[src/design/mesh_tangent_accumulator_assert.svh]
// Assertion macros used by the tangent accumulator controller.
`ifndef MESH_TANGENT_ACCUMULATOR_ASSERT_SVH
`define MESH_TANGENT_ACCUMULATOR_ASSERT_SVH
`ifndef SYNTHESIS
// Same-cycle implication, checked on every clock edge outside reset.
`define MTA_ASSERT_IMP(name, ante, cons) \
    name: assert property (@(posedge aclk) disable iff (!aresetn) (ante) |-> (cons)) \
        else $error("mta: assertion failed");
// Next-cycle implication, checked on every clock edge outside reset.
`define MTA_ASSERT_NXT(name, ante, cons) \
    name: assert property (@(posedge aclk) disable iff (!aresetn) (ante) |=> (cons)) \
        else $error("mta: assertion failed");
`else
`define MTA_ASSERT_IMP(name, ante, cons)
`define MTA_ASSERT_NXT(name, ante, cons)
`endif
`endif

[src/design/mta_pkg.sv]
// Types and constants shared by the tangent accumulator modules.
package mta_pkg;

    localparam int SUM_W   = 26;
    localparam int OUT_W   = 16;
    localparam int VIDX_W  = 10;
    localparam int VCNT_W  = 11;
    localparam logic [OUT_W-1:0] ONE_Q14 = 16'd16384;

    localparam logic [1:0] CFG_INDEXED = 2'd0;
    localparam logic [1:0] CFG_VCOUNT  = 2'd1;

    typedef enum logic [1:0] {
        OPC_LOAD = 2'd0,
        OPC_TRI  = 2'd1,
        OPC_READ = 2'd2,
        OPC_NOP  = 2'd3
    } mta_opc_t;

    typedef struct packed {
        logic [1:0]              opcode;
        logic [VIDX_W-1:0]       vertex_index;
        logic signed [15:0]      pos_x;
        logic signed [15:0]      pos_y;
        logic signed [15:0]      pos_z;
        logic signed [15:0]      tex_u;
        logic signed [15:0]      tex_v;
        logic [VIDX_W-1:0]       corner_a;
        logic [VIDX_W-1:0]       corner_b;
        logic [VIDX_W-1:0]       corner_c;
    } mta_in_t;

    typedef struct packed {
        logic signed [OUT_W-1:0] tangent_x;
        logic signed [OUT_W-1:0] tangent_y;
        logic signed [OUT_W-1:0] tangent_z;
        logic                    zero_tangent;
    } mta_out_t;

    typedef enum logic [3:0] {
        OP_NONE,
        OP_LATCH,
        OP_DIFF,
        OP_NLOAD_RAW,
        OP_NLOAD_SUM,
        OP_SHR,
        OP_SHL,
        OP_SQ_INIT,
        OP_SQ_STEP,
        OP_DIV_INIT,
        OP_DIV_STEP,
        OP_DIV_TAKE,
        OP_OUT,
        OP_OUT_ZERO
    } mta_op_t;

    typedef enum logic [2:0] {
        TK_NONE,
        TK_DET,
        TK_RAW,
        TK_SSQ_FIRST,
        TK_SSQ
    } mta_take_t;

    typedef enum logic [3:0] {
        MS_DET_A,
        MS_DET_B,
        MS_X_A,
        MS_X_B,
        MS_Y_A,
        MS_Y_B,
        MS_Z_A,
        MS_Z_B,
        MS_SQ_X,
        MS_SQ_Y,
        MS_SQ_Z
    } mta_msel_t;

    typedef enum logic [1:0] {
        AD_A,
        AD_B,
        AD_C,
        AD_VI
    } mta_addr_t;

    typedef enum logic [1:0] {
        SW_ZERO,
        SW_SET,
        SW_ACC
    } mta_sumw_t;

    typedef struct packed {
        logic      capture;
        mta_op_t   op;
        logic [1:0] sub;
        logic      mul_en;
        mta_msel_t mul_sel;
        mta_take_t take;
        mta_addr_t addr;
        logic      rd_en;
        logic      vtx_we;
        logic      sum_we;
        mta_sumw_t sum_mode;
    } mta_cmd_t;

    typedef struct packed {
        mta_opc_t opcode;
        logic     vi_ok;
        logic     corners_ok;
        logic     det_zero;
        logic     m_zero;
        logic     big_hi;
        logic     big_lo;
    } mta_stat_t;

endpackage

[src/design/mta_ctrl.sv]
// Controller state machine sequencing loads, triangles and reads.
`include "mesh_tangent_accumulator_assert.svh"
module mta_ctrl import mta_pkg::*; (
    input  logic      aclk,
    input  logic      aresetn,
    input  logic      s_valid,
    output logic      s_ready,
    output logic      m_valid,
    input  logic      m_ready,
    input  logic      indexed_mode,
    input  mta_stat_t stat,
    output mta_cmd_t  cmd
);

    typedef enum logic [4:0] {
        S_IDLE, S_DECODE, S_LOAD, S_RDA, S_RDB, S_RDC, S_LATC, S_DIFF, S_MUL,
        S_TCHK, S_NLOAD, S_RSUM, S_RSUMW, S_NCHK, S_SSQ, S_SQI, S_SQ, S_DIVI,
        S_DIV, S_DIVT, S_SRD, S_SWR, S_OUT, S_OUTZ
    } state_t;

    localparam logic [4:0] MUL_LAST = 5'd8;
    localparam logic [4:0] SSQ_LAST = 5'd3;
    localparam logic [4:0] SQ_LAST  = 5'd25;
    localparam logic [4:0] DIV_LAST = 5'd15;

    state_t     state_reg, state_next;
    logic [4:0] cnt_reg, cnt_next;
    logic [1:0] k_reg, k_next;
    logic       m_valid_reg, m_valid_next;
    logic       out_free, is_read;

    assign out_free = !m_valid_reg || m_ready;
    assign is_read  = (stat.opcode == OPC_READ);
    assign s_ready  = (state_reg == S_IDLE);
    assign m_valid  = m_valid_reg;

    always_comb begin
        state_next   = state_reg;
        cnt_next     = cnt_reg;
        k_next       = k_reg;
        m_valid_next = m_valid_reg && !m_ready;
        cmd          = '0;
        unique case (state_reg)
            S_IDLE: begin
                if (s_valid) begin
                    cmd.capture = 1'b1;
                    state_next  = S_DECODE;
                end
            end
            S_DECODE: begin
                unique case (stat.opcode)
                    OPC_LOAD: state_next = S_LOAD;
                    OPC_TRI:  state_next = stat.corners_ok ? S_RDA : S_IDLE;
                    OPC_READ: state_next = stat.vi_ok ? S_RSUM : S_OUTZ;
                    OPC_NOP:  state_next = S_IDLE;
                endcase
            end
            S_LOAD: begin
                cmd.addr = AD_VI;
                if (stat.vi_ok) begin
                    cmd.vtx_we   = 1'b1;
                    cmd.sum_we   = 1'b1;
                    cmd.sum_mode = SW_ZERO;
                end
                state_next = S_IDLE;
            end
            S_RDA: begin
                cmd.rd_en  = 1'b1;
                cmd.addr   = AD_A;
                state_next = S_RDB;
            end
            S_RDB: begin
                cmd.rd_en  = 1'b1;
                cmd.addr   = AD_B;
                cmd.op     = OP_LATCH;
                cmd.sub    = 2'd0;
                state_next = S_RDC;
            end
            S_RDC: begin
                cmd.rd_en  = 1'b1;
                cmd.addr   = AD_C;
                cmd.op     = OP_LATCH;
                cmd.sub    = 2'd1;
                state_next = S_LATC;
            end
            S_LATC: begin
                cmd.op     = OP_LATCH;
                cmd.sub    = 2'd2;
                state_next = S_DIFF;
            end
            S_DIFF: begin
                cmd.op     = OP_DIFF;
                cnt_next   = '0;
                state_next = S_MUL;
            end
            S_MUL: begin
                cmd.mul_en  = (cnt_reg < MUL_LAST);
                cmd.mul_sel = mta_msel_t'(cnt_reg[3:0]);
                case (cnt_reg)
                    5'd2: cmd.take = TK_DET;
                    5'd4: begin
                        cmd.take = TK_RAW;
                        cmd.sub  = 2'd0;
                    end
                    5'd6: begin
                        cmd.take = TK_RAW;
                        cmd.sub  = 2'd1;
                    end
                    5'd8: begin
                        cmd.take = TK_RAW;
                        cmd.sub  = 2'd2;
                    end
                    default: cmd.take = TK_NONE;
                endcase
                if (cnt_reg == MUL_LAST) begin
                    state_next = S_TCHK;
                end else begin
                    cnt_next = cnt_reg + 5'd1;
                end
            end
            S_TCHK: begin
                state_next = stat.det_zero ? S_IDLE : S_NLOAD;
            end
            S_NLOAD: begin
                cmd.op     = OP_NLOAD_RAW;
                state_next = S_NCHK;
            end
            S_RSUM: begin
                cmd.rd_en  = 1'b1;
                cmd.addr   = AD_VI;
                state_next = S_RSUMW;
            end
            S_RSUMW: begin
                cmd.op     = OP_NLOAD_SUM;
                state_next = S_NCHK;
            end
            S_NCHK: begin
                if (stat.m_zero) begin
                    state_next = is_read ? S_OUTZ : S_IDLE;
                end else if (stat.big_hi) begin
                    cmd.op = OP_SHR;
                end else if (stat.big_lo) begin
                    cmd.op = OP_SHL;
                end else begin
                    cnt_next   = '0;
                    state_next = S_SSQ;
                end
            end
            S_SSQ: begin
                cmd.mul_en  = (cnt_reg < SSQ_LAST);
                cmd.mul_sel = mta_msel_t'(4'(MS_SQ_X) + cnt_reg[3:0]);
                if (cnt_reg == 5'd1) begin
                    cmd.take = TK_SSQ_FIRST;
                end else if (cnt_reg >= 5'd2) begin
                    cmd.take = TK_SSQ;
                end
                if (cnt_reg == SSQ_LAST) begin
                    state_next = S_SQI;
                end else begin
                    cnt_next = cnt_reg + 5'd1;
                end
            end
            S_SQI: begin
                cmd.op     = OP_SQ_INIT;
                cnt_next   = '0;
                state_next = S_SQ;
            end
            S_SQ: begin
                cmd.op = OP_SQ_STEP;
                if (cnt_reg == SQ_LAST) begin
                    k_next     = '0;
                    state_next = S_DIVI;
                end else begin
                    cnt_next = cnt_reg + 5'd1;
                end
            end
            S_DIVI: begin
                cmd.op     = OP_DIV_INIT;
                cmd.sub    = k_reg;
                cnt_next   = '0;
                state_next = S_DIV;
            end
            S_DIV: begin
                cmd.op = OP_DIV_STEP;
                if (cnt_reg == DIV_LAST) begin
                    state_next = S_DIVT;
                end else begin
                    cnt_next = cnt_reg + 5'd1;
                end
            end
            S_DIVT: begin
                cmd.op  = OP_DIV_TAKE;
                cmd.sub = k_reg;
                if (k_reg == 2'd2) begin
                    k_next = '0;
                    if (is_read) begin
                        state_next = S_OUT;
                    end else begin
                        state_next = indexed_mode ? S_SRD : S_SWR;
                    end
                end else begin
                    k_next     = k_reg + 2'd1;
                    state_next = S_DIVI;
                end
            end
            S_SRD: begin
                cmd.rd_en  = 1'b1;
                cmd.addr   = mta_addr_t'(k_reg);
                state_next = S_SWR;
            end
            S_SWR: begin
                cmd.addr     = mta_addr_t'(k_reg);
                cmd.sum_we   = 1'b1;
                cmd.sum_mode = indexed_mode ? SW_ACC : SW_SET;
                if (k_reg == 2'd2) begin
                    k_next     = '0;
                    state_next = S_IDLE;
                end else begin
                    k_next     = k_reg + 2'd1;
                    state_next = indexed_mode ? S_SRD : S_SWR;
                end
            end
            S_OUT: begin
                if (out_free) begin
                    cmd.op       = OP_OUT;
                    m_valid_next = 1'b1;
                    state_next   = S_IDLE;
                end
            end
            S_OUTZ: begin
                if (out_free) begin
                    cmd.op       = OP_OUT_ZERO;
                    m_valid_next = 1'b1;
                    state_next   = S_IDLE;
                end
            end
            default: state_next = S_IDLE;
        endcase
    end

    always_ff @(posedge aclk) begin
        if (!aresetn) begin
            state_reg   <= S_IDLE;
            cnt_reg     <= '0;
            k_reg       <= '0;
            m_valid_reg <= 1'b0;
        end else begin
            state_reg   <= state_next;
            cnt_reg     <= cnt_next;
            k_reg       <= k_next;
            m_valid_reg <= m_valid_next;
        end
    end

    `MTA_ASSERT_IMP(a_sq_count, state_reg == S_SQ, cnt_reg <= SQ_LAST)
    `MTA_ASSERT_IMP(a_out_read, state_reg == S_OUT || state_reg == S_OUTZ, stat.opcode == OPC_READ)
    `MTA_ASSERT_NXT(a_capture, s_valid && s_ready, state_reg == S_DECODE)

endmodule

[config.mk]
export PLATFORM = sky130hd
export DESIGN_NAME = mta_ctrl
export DESIGN_NICKNAME = d
export VERILOG_FILES = /design/src/design/mta_pkg.sv /design/src/design/mta_ctrl.sv
export VERILOG_INCLUDE_DIRS = /design/src /design/src/design
export SDC_FILE = /design/constraint.sdc
export NUM_CORES = 1
export LEC_CHECK = 0
export BUFFER_PORTS_ARGS = -buffer_cell sky130_fd_sc_hd__buf_2
export CORE_ASPECT_RATIO = 1.1
export CORE_MARGIN = 3
export CORE_UTILIZATION = 35
export CTS_CLUSTER_DIAMETER = 150
export DETAILED_ROUTE_END_ITERATION = 16
export PLACE_DENSITY = 0.51
export SETUP_SLACK_MARGIN = 0.4
export SKIP_LAST_GASP = 1
export SLEW_MARGIN = 20
export SYNTH_ARGS = -nofsm -noshare
export SYNTH_HDL_FRONTEND = slang
export SYNTH_SLANG_ARGS = --single-unit
[constraint.sdc]
create_clock -name aclk -period 4.99 [get_ports aclk]
set_input_delay 0.2495 -clock aclk [delete_from_list [all_inputs] [get_ports aclk]]
set_output_delay 0.2495 -clock aclk [all_outputs]
set_load 0.005 [all_outputs]
======== After elaboration in Yosys (flattened, before gate mapping) ========
Cells that the tools add are included.
word-level totals
  input port bits ......................... 13
  output and inout port bits .............. 24
  flip-flop bits (word level) ............. 13
  logic and storage cells ................. 133
cells by class
  muxes and demuxes ....................... 52
  reduce and logical (&&, ||, !) cells .... 21
  equality and inequality tests ........... 50
  add/subtract/negate cells ............... 3
  $lt $le $gt $ge ......................... 3
operators by type and width
  cell                  count
  $pmux W5 S21          1
  $mux W5               20
  $eq A5 B4 Y1 const B  10
  $pmux W4 S12          1
  $eq A5 B5 Y1 const B  9
  $eq A5 B3 Y1 const B  6
  $pmux W5 S6           1
  $ne A2 B2 Y1 const B  12
  $eq A5 B2 Y1 const B  4
  $pmux W5 S4           1
  $mux W4               4
  $pmux W2 S4           2
  $pmux W8 S2           1
  $reduce_and A8 Y1     2
  $mux W3               5
  $pmux W2 S2           3
  $reduce_or A2 Y1      6
  $eq A5 B1 Y1 const B  2
  $mux W2               5
  $reduce_or A3 Y1      3
  $mux W1               7
  $eq A2 B2 Y1 const B  3
  $ne A3 B3 Y1 const B  2
  $pmux W3 S2           1
  17 further kinds      18

======== Logic depth before layout (Yosys ltp) ========
Gate-level depths: netlist (run 1).
  word-level depth ........................ 4
  depth in mapped cells ................... 8
  mapped depth without buffers ............ 8

======== Least setup slack after synthesis (run 1) ========
OpenSTA, ideal clock, no wires.
  path type ............................... reg2reg
  start point ............................. reg state_reg[0]
  end point ............................... reg cnt_reg[3]
  required time ........................... 4,860 ps
  path buffers ............................ 1
  arrival time ............................ 1,825 ps
  library setup time ...................... 130 ps
  setup slack ............................. 3,035 ps
  cell stages (with the launch flop) ...... 7
  period minus slack after synthesis ...... 1,955 ps
  cells stage by stage .................... dfxtp_1 > buf_6 > or4_4 > or2_4 > a32o_1 > o311ai_2 > o41ai_1
on the way
  cells in the longest elaborated chain, start to end .. 4
  elaborated cells between the ends (all ways) .. 19
  those cells by class .................... eq/ne: 15; mux: 1; reduce/logical: 3
RTL lines
  element                               RTL line         RTL
  start: declaration                    mta_ctrl.sv:26   state_t state_reg, state_next;
  start signal: assignment              mta_ctrl.sv:248  state_reg <= state_next;
  $eq A5 B5 Y1 (tied with other cells)  mta_ctrl.sv:43   unique case (state_reg)
  $reduce_or A3 Y1 (no source line)     --
  $reduce_bool A6 Y1 (no source line)   --
  $reduce_and A8 Y1 (no source line)    --
  end signal: assignment                mta_ctrl.sv:249  cnt_reg <= cnt_next;
  end: declaration                      mta_ctrl.sv:27   logic [4:0] cnt_reg, cnt_next;
Several ways; a longest one is shown, not always the timed one.
A chain may end at the register's enable or synchronous reset.

==> run summary, run 1 <==
Arr. time, crit path: 2.54 ns
Clock Sinks: 13
post-synthesis sequential area ratio: 14.8%
Data required, critical path: 4.74 ns
slowest cell delay on critical path: 0.89 ns
period utilization: 55.9%
Mapped Nets: 273
Netlist Area Pre-Place: 1760 um2
endpoints failing hold: 0
post-CTS resize count: 0
CP Class: flop to output port
maximum vdd ir drop: 0.268 mV
Nets: 297
hold buffer count at cts: 0
WL/cell: 17.4 um
Layout area overhead: 13.2%
CTS tree: done
synth cell count leaders: nand2_1 (21), a21oi_1 (20), o21ai_0 (18)
Worst path top cell family by delay: flip-flops
htree depth: 1
IO buf count: 36
Yosys reg bits: 13
synth top area cells: dfxtp_1 (15%), a21oi_1 (5.7%), o21ai_0 (5.1%), nand2_1 (4.5%), nand2b_1 (3.9%)
Die Area: 5910 um2
Synth async-reset ratio: 0%
RSZ-0062 raised after global routing: false
fraction of layout cells with a size suffix above 1: 19.1%
DP HPWL: 4300 um
Max Cap Viol: 0
Worst Clk Skew: 0.00894 ns
Clk pin slew, worst setup/hold paths: 0.06 ns
number of setup buffers added after CTS: 0
Yosys top cell area share: 14.8%
first-pass iteration count of the detailed router: 4
GRT Overall Usage: 20.4%
most used standard cell by instance count after synthesis: nand2_1
status: completed
# diodes: 0
Avg Cell Area, Syn: 6.90 um2
CP endpoint kind: output port
Clock Latency Late Sink: 0.25 ns
DRC: 0
number of I/O pins: 37
FF/Latch Area: 260 um2
initial antenna violation count: 0
vias in the first global route: 1972
area leader, netlist: dfxtp_1
CP Cell Sequence: buf_4 > or2b_1 > or4_1 > o21ai_0 > buf_2
Final Setup Violations: 0
Starting Density: 37.0%
Post-synth top flop: dfxtp_1
Worst-Margin Slew: 0.898 ns
initial DRC count: 241
Cells after Synth: 255
Yosys warning count: 0
Power, Total: 0.729 mW
gr ovfl total: 0
number of synthesized flops with an enable pin: 0
number of nets with antenna violations after detailed routing: 0
crit path launch type: flop
Die Span Y: 80.4 um
TNS Setup: 0 ns
fmax: 0.359 GHz
first-pass GRT wire length: 9670 um
Die X: 73.6 um
clock root cell: clkbuf_8
Critical path buffers and inverters: 2
total number of vias: 2035
synth unique cells: 64
Pleak: 0.736 nW
CP max FO: 26
area of the multi-input gates: 1360 um2
number of placement rows: 26
CP max stage cell: dfxtp_1
Avg Vias per Cell: 6.09
Worst R2R Setup Slack: 2.29 ns
HP Class: primary input to flop
clock period minus final worst setup slack: 2.79 ns
FILL cells: 523
fin. max-slew vios: 0
Pwr Density: 366 nW/um2
final RePlAce weighted congestion: 0.809
core area: 4750 um2
largest net degree at the start of global routing: 33
Num CTS Buffers: 3
clock buffer depth: 2
detailed-route wire length: 5800 um
relative slew slack: 40.0%
layout by cell type (no fill, tap or decap), drive strengths merged, types with 5 or more instances in the layout:
cell type / n
nand2b: 11
nor3: 11
o21ai: 19
a22oi: 5
a32oi: 5
nor2b: 8
nor2: 17
inv: 11
dfxtp: 13
buf: 40
a21oi: 20
ha: 5
nand3: 13
a31oi: 5
nand2: 21
metal layers:
metal  GRT usage [%]  routed length [um]  vias up
met5               0                   0        -
met3            2.50                 312        6
li1                -                   -     1009
met1            26.0                2540      948
met4            5.25                  57        0
met2            35.7                2890       72
final cells by class:
cell class,instances,share of cell area [%]
Clock buffer,4,2.26
Inverter,12,2.26
Multi-Input combinational cell,209,68.3
Sequential cell,13,13.1
Tap cell,56,3.52
Timing Repair Buffer,40,10.6
report_power, final:
part           internal, mW  total [mW]  switching, mW
Combinational         0.188       0.449          0.261
Sequential            0.120       0.183         0.0634
Clock                0.0565      0.0973         0.0408
Total                 0.364       0.729          0.365
tightest hold or removal path, delay by kind of cell:
| kind | cells | cell delay [ns] |
|---|---|---|
| compound gates | 1 | 0.07 |
| buf+inv | 1 | 0.08 |
| simple gates | 1 | 0.12 |
stage by stage:
step,cells,hold WS (ns),cell area [um2],utilization [%],setup slack [ns]
floorplan,255,0.452,1760,-,3.03
global placement,330,0.522,1950,41.0,2.39
detailed placement,330,0.526,1950,41.0,2.34
CTS,334,0.332,1990,41.9,2.24
global route,334,0.368,1990,41.9,2.03
finish,334,0.331,1990,41.9,2.20
worst paths after layout:
kind | endpoint | cells after the start | startpoint
setup / recovery | cmd[19] | 5 | state_reg[0]
hold / removal | m_valid | 3 | m_ready
setup reg to reg | state_reg[1] | 6 | state_reg[0]
hold reg to reg | m_valid | 2 | m_valid
kinds of logic after synthesis:
| family | count (synthesis) | share of synthesized area, % |
|---|---|---|
| simple gates | 110 | 34.6 |
| compound gates | 88 | 35.8 |
| buf+inv | 33 | 7.82 |
| flops | 13 | 14.8 |
| fa+ha+maj | 6 | 4.13 |
| mux | 4 | 2.28 |
| xor+xnor | 1 | 0.498 |
Note: power is estimated with default switching activity, not from simulation.
==> run 2, diff against run 1 <==
Clock period 4.99 ns to 2.9 ns, I/O delays scaled along.
==> run 2 against run 1 <==
Count of clock-buffer cells in the layout unchanged; global-route usage up 0.067 points; non-clock buffer count rose by 5; power rose by 76%; worst hold slack got worse by 0.13 ns; first-iteration DRC count shrank 20%; critical path type unchanged.
==> run summary, run 2 (synthesis gave the netlist of run 1 again) <==
status: completed (unchanged)
dpl cell area: 1980 um2 (was 1950 um2)
post-CTS resize count: 0 (unchanged)
Starting Density: 37.0% (unchanged)
gr ovfl total: 0 (unchanged)
FF-to-FF path depth: 8 (was 6)
clock root cell: clkbuf_8 (unchanged)
Layout area overhead: 15.4% (was 13.2%)
final cell count without fillers: 339 (was 334)
Num CTS Buffers: 3 (unchanged)
Max Cap Viol: 0 (unchanged)
fin. max-slew vios: 0 (unchanged)
first-pass GRT wire length: 9640 um (was 9670 um)
initial DRC count: 193 (was 241)
first-pass iteration count of the detailed router: 4 (unchanged)
DP Worst Slack: 0.776 ns (was 2.34 ns)
clock period minus final worst setup slack: 2.35 ns
Die Area: 5910 um2 (unchanged)
relative slew slack: 49.7% (was 40.0%)
CP endpoint kind: output port (unchanged)
Power, Total: 1.28 mW (was 0.729 mW)
Arr. time, crit path: 2.20 ns (was 2.54 ns)
crit path launch type: flop (unchanged)
maximum vdd ir drop: 0.231 mV (was 0.268 mV)
Final WS setup: 0.553 ns (was 2.20 ns)
Nets: 302 (was 297)
CP Class: flop to output port (unchanged)
Clock Latency Late Sink: 0.25 ns (about the same)
Pleak: 0.763 nW (was 0.736 nW)
GRT Overall Usage: 20.5% (was 20.4%)
most common cell after layout, fill and taps aside: buf_2 (unchanged)
CP max FO: 16 (was 26)
largest net degree at the start of global routing: 27 (was 33)
number of placement rows: 26 (unchanged)
fmax: 0.426 GHz
hold buffer count at cts: 0 (unchanged)
fin area: 2030 um2 (was 1990 um2)
DRC: 0 (unchanged)
Worst Clk Skew: 0.00414 ns (was 0.00894 ns)
WL/cell: 17.0 um (was 17.4 um)
fraction of layout cells with a size suffix above 1: 20.5% (was 19.1%)
FILL cells: 526 (was 523)
WHS Path Cells: 3 (unchanged)
Die Span Y: 80.4 um (unchanged)
IO buf count: 36 (unchanged)
Clk pin slew, worst setup/hold paths: 0.06 ns (about the same)
commonest cells after routing, fill and taps aside: buf_2 (36), nand2_1 (21), a21oi_1 (20) (unchanged)
Die X: 73.6 um (unchanged)
clock buffer depth: 2 (unchanged)
CTS tree: done (unchanged)
Pwr Density: 631 nW/um2 (was 366 nW/um2)
Avg Vias per Cell: 6.08 (was 6.09)
final RePlAce weighted congestion: 0.848 (was 0.809)
Worst-Margin Slew: 0.749 ns (was 0.898 ns)
Placed Cells: 335 (was 330)
RSZ-0062 raised after global routing: false (unchanged)
Final Setup Violations: 0 (unchanged)
htree depth: 1 (unchanged)
detailed-route wire length: 5750 um (was 5800 um)
vias in the first global route: 1967 (was 1972)
number of setup buffers added after CTS: 0 (unchanged)
period utilization: 80.9%
number of nets with antenna violations after detailed routing: 0 (unchanged)
number of I/O pins: 37 (unchanged)
# diodes: 0 (unchanged)
HP Class: primary input to flop (unchanged)
DP HPWL: 4500 um (was 4300 um)
total number of vias: 2062 (was 2035)
Clock Sinks: 13 (unchanged)
Data required, critical path: 2.76 ns (was 4.74 ns)
endpoints failing hold: 0 (unchanged)
core area: 4750 um2 (unchanged)
initial antenna violation count: 0 (unchanged)
TNS Setup: 0 ns (unchanged)
run 2: changes by cell type in the layout (fill, tap and decap cells not counted), sizes merged:
cell / delta
buf: +5
run 2: area by class of cell:
| cell class | count | area, um2 | share of cell area [%] |
|---|---|---|---|
| clock buffers | 4 | 45.0 | 2.22 |
| well taps | 56 | 70.1 | 3.45 |
| repair buffers | 45 | 248 | 12.2 |
| inverters | 12 | 45.0 | 2.22 |
| flip-flops and latches | 13 | 260 | 12.8 |
| multi-input cells | 209 | 1360 | 67.1 |
run 2: routing by layer:
| layer | wire length, um | vias up | GRT usage, % |
|---|---|---|---|
| met3 | 299 | 13 | 2.00 |
| met1 | 2610 | 965 | 27.3 |
| met4 | 136 | 0 | 8.33 |
| li1 | - | 1018 | - |
| met2 | 2700 | 66 | 33.2 |
| met5 | 0 | - | 0 |
run 2: report_power, final:
| group | leakage (nW) | internal (mW) | total [mW] | switching, mW |
|---|---|---|---|---|
| logic | 0.635 | 0.346 | 0.849 | 0.503 |
| registers | 0.105 | 0.206 | 0.258 | 0.0516 |
| clock network | 0.0228 | 0.0974 | 0.174 | 0.0762 |
run 2: path summary, 6_finish.rpt:
kind	from	to	slack, ns
worst max-delay path	state_reg[3]	cmd[19]	0.55
worst min-delay path	m_ready	m_valid	0.20
worst max register to register	cnt_reg[1]	cnt_reg[3]	0.75
worst min register to register	m_valid	m_valid	0.51
run 2: through the flow:
step / hold WS, ns / util, %
2_1_floorplan: 0.321 / -
3_3_place_gp: 0.466 / 41.8
3_5_place_dp: 0.468 / 41.8
4_1_cts: 0.198 / 42.7
5_1_grt: 0.242 / 42.7
6_report: 0.200 / 42.7
run 2: worst max-delay path: stages (launching register included):
cell	delay, ns
dfxtp_1	0.61
buf_4	0.30
nor2b_1	0.39
nand2_1	0.09
o21ai_0	0.08
a22oi_1	0.08
o21ai_0	0.24
buf_2	0.16
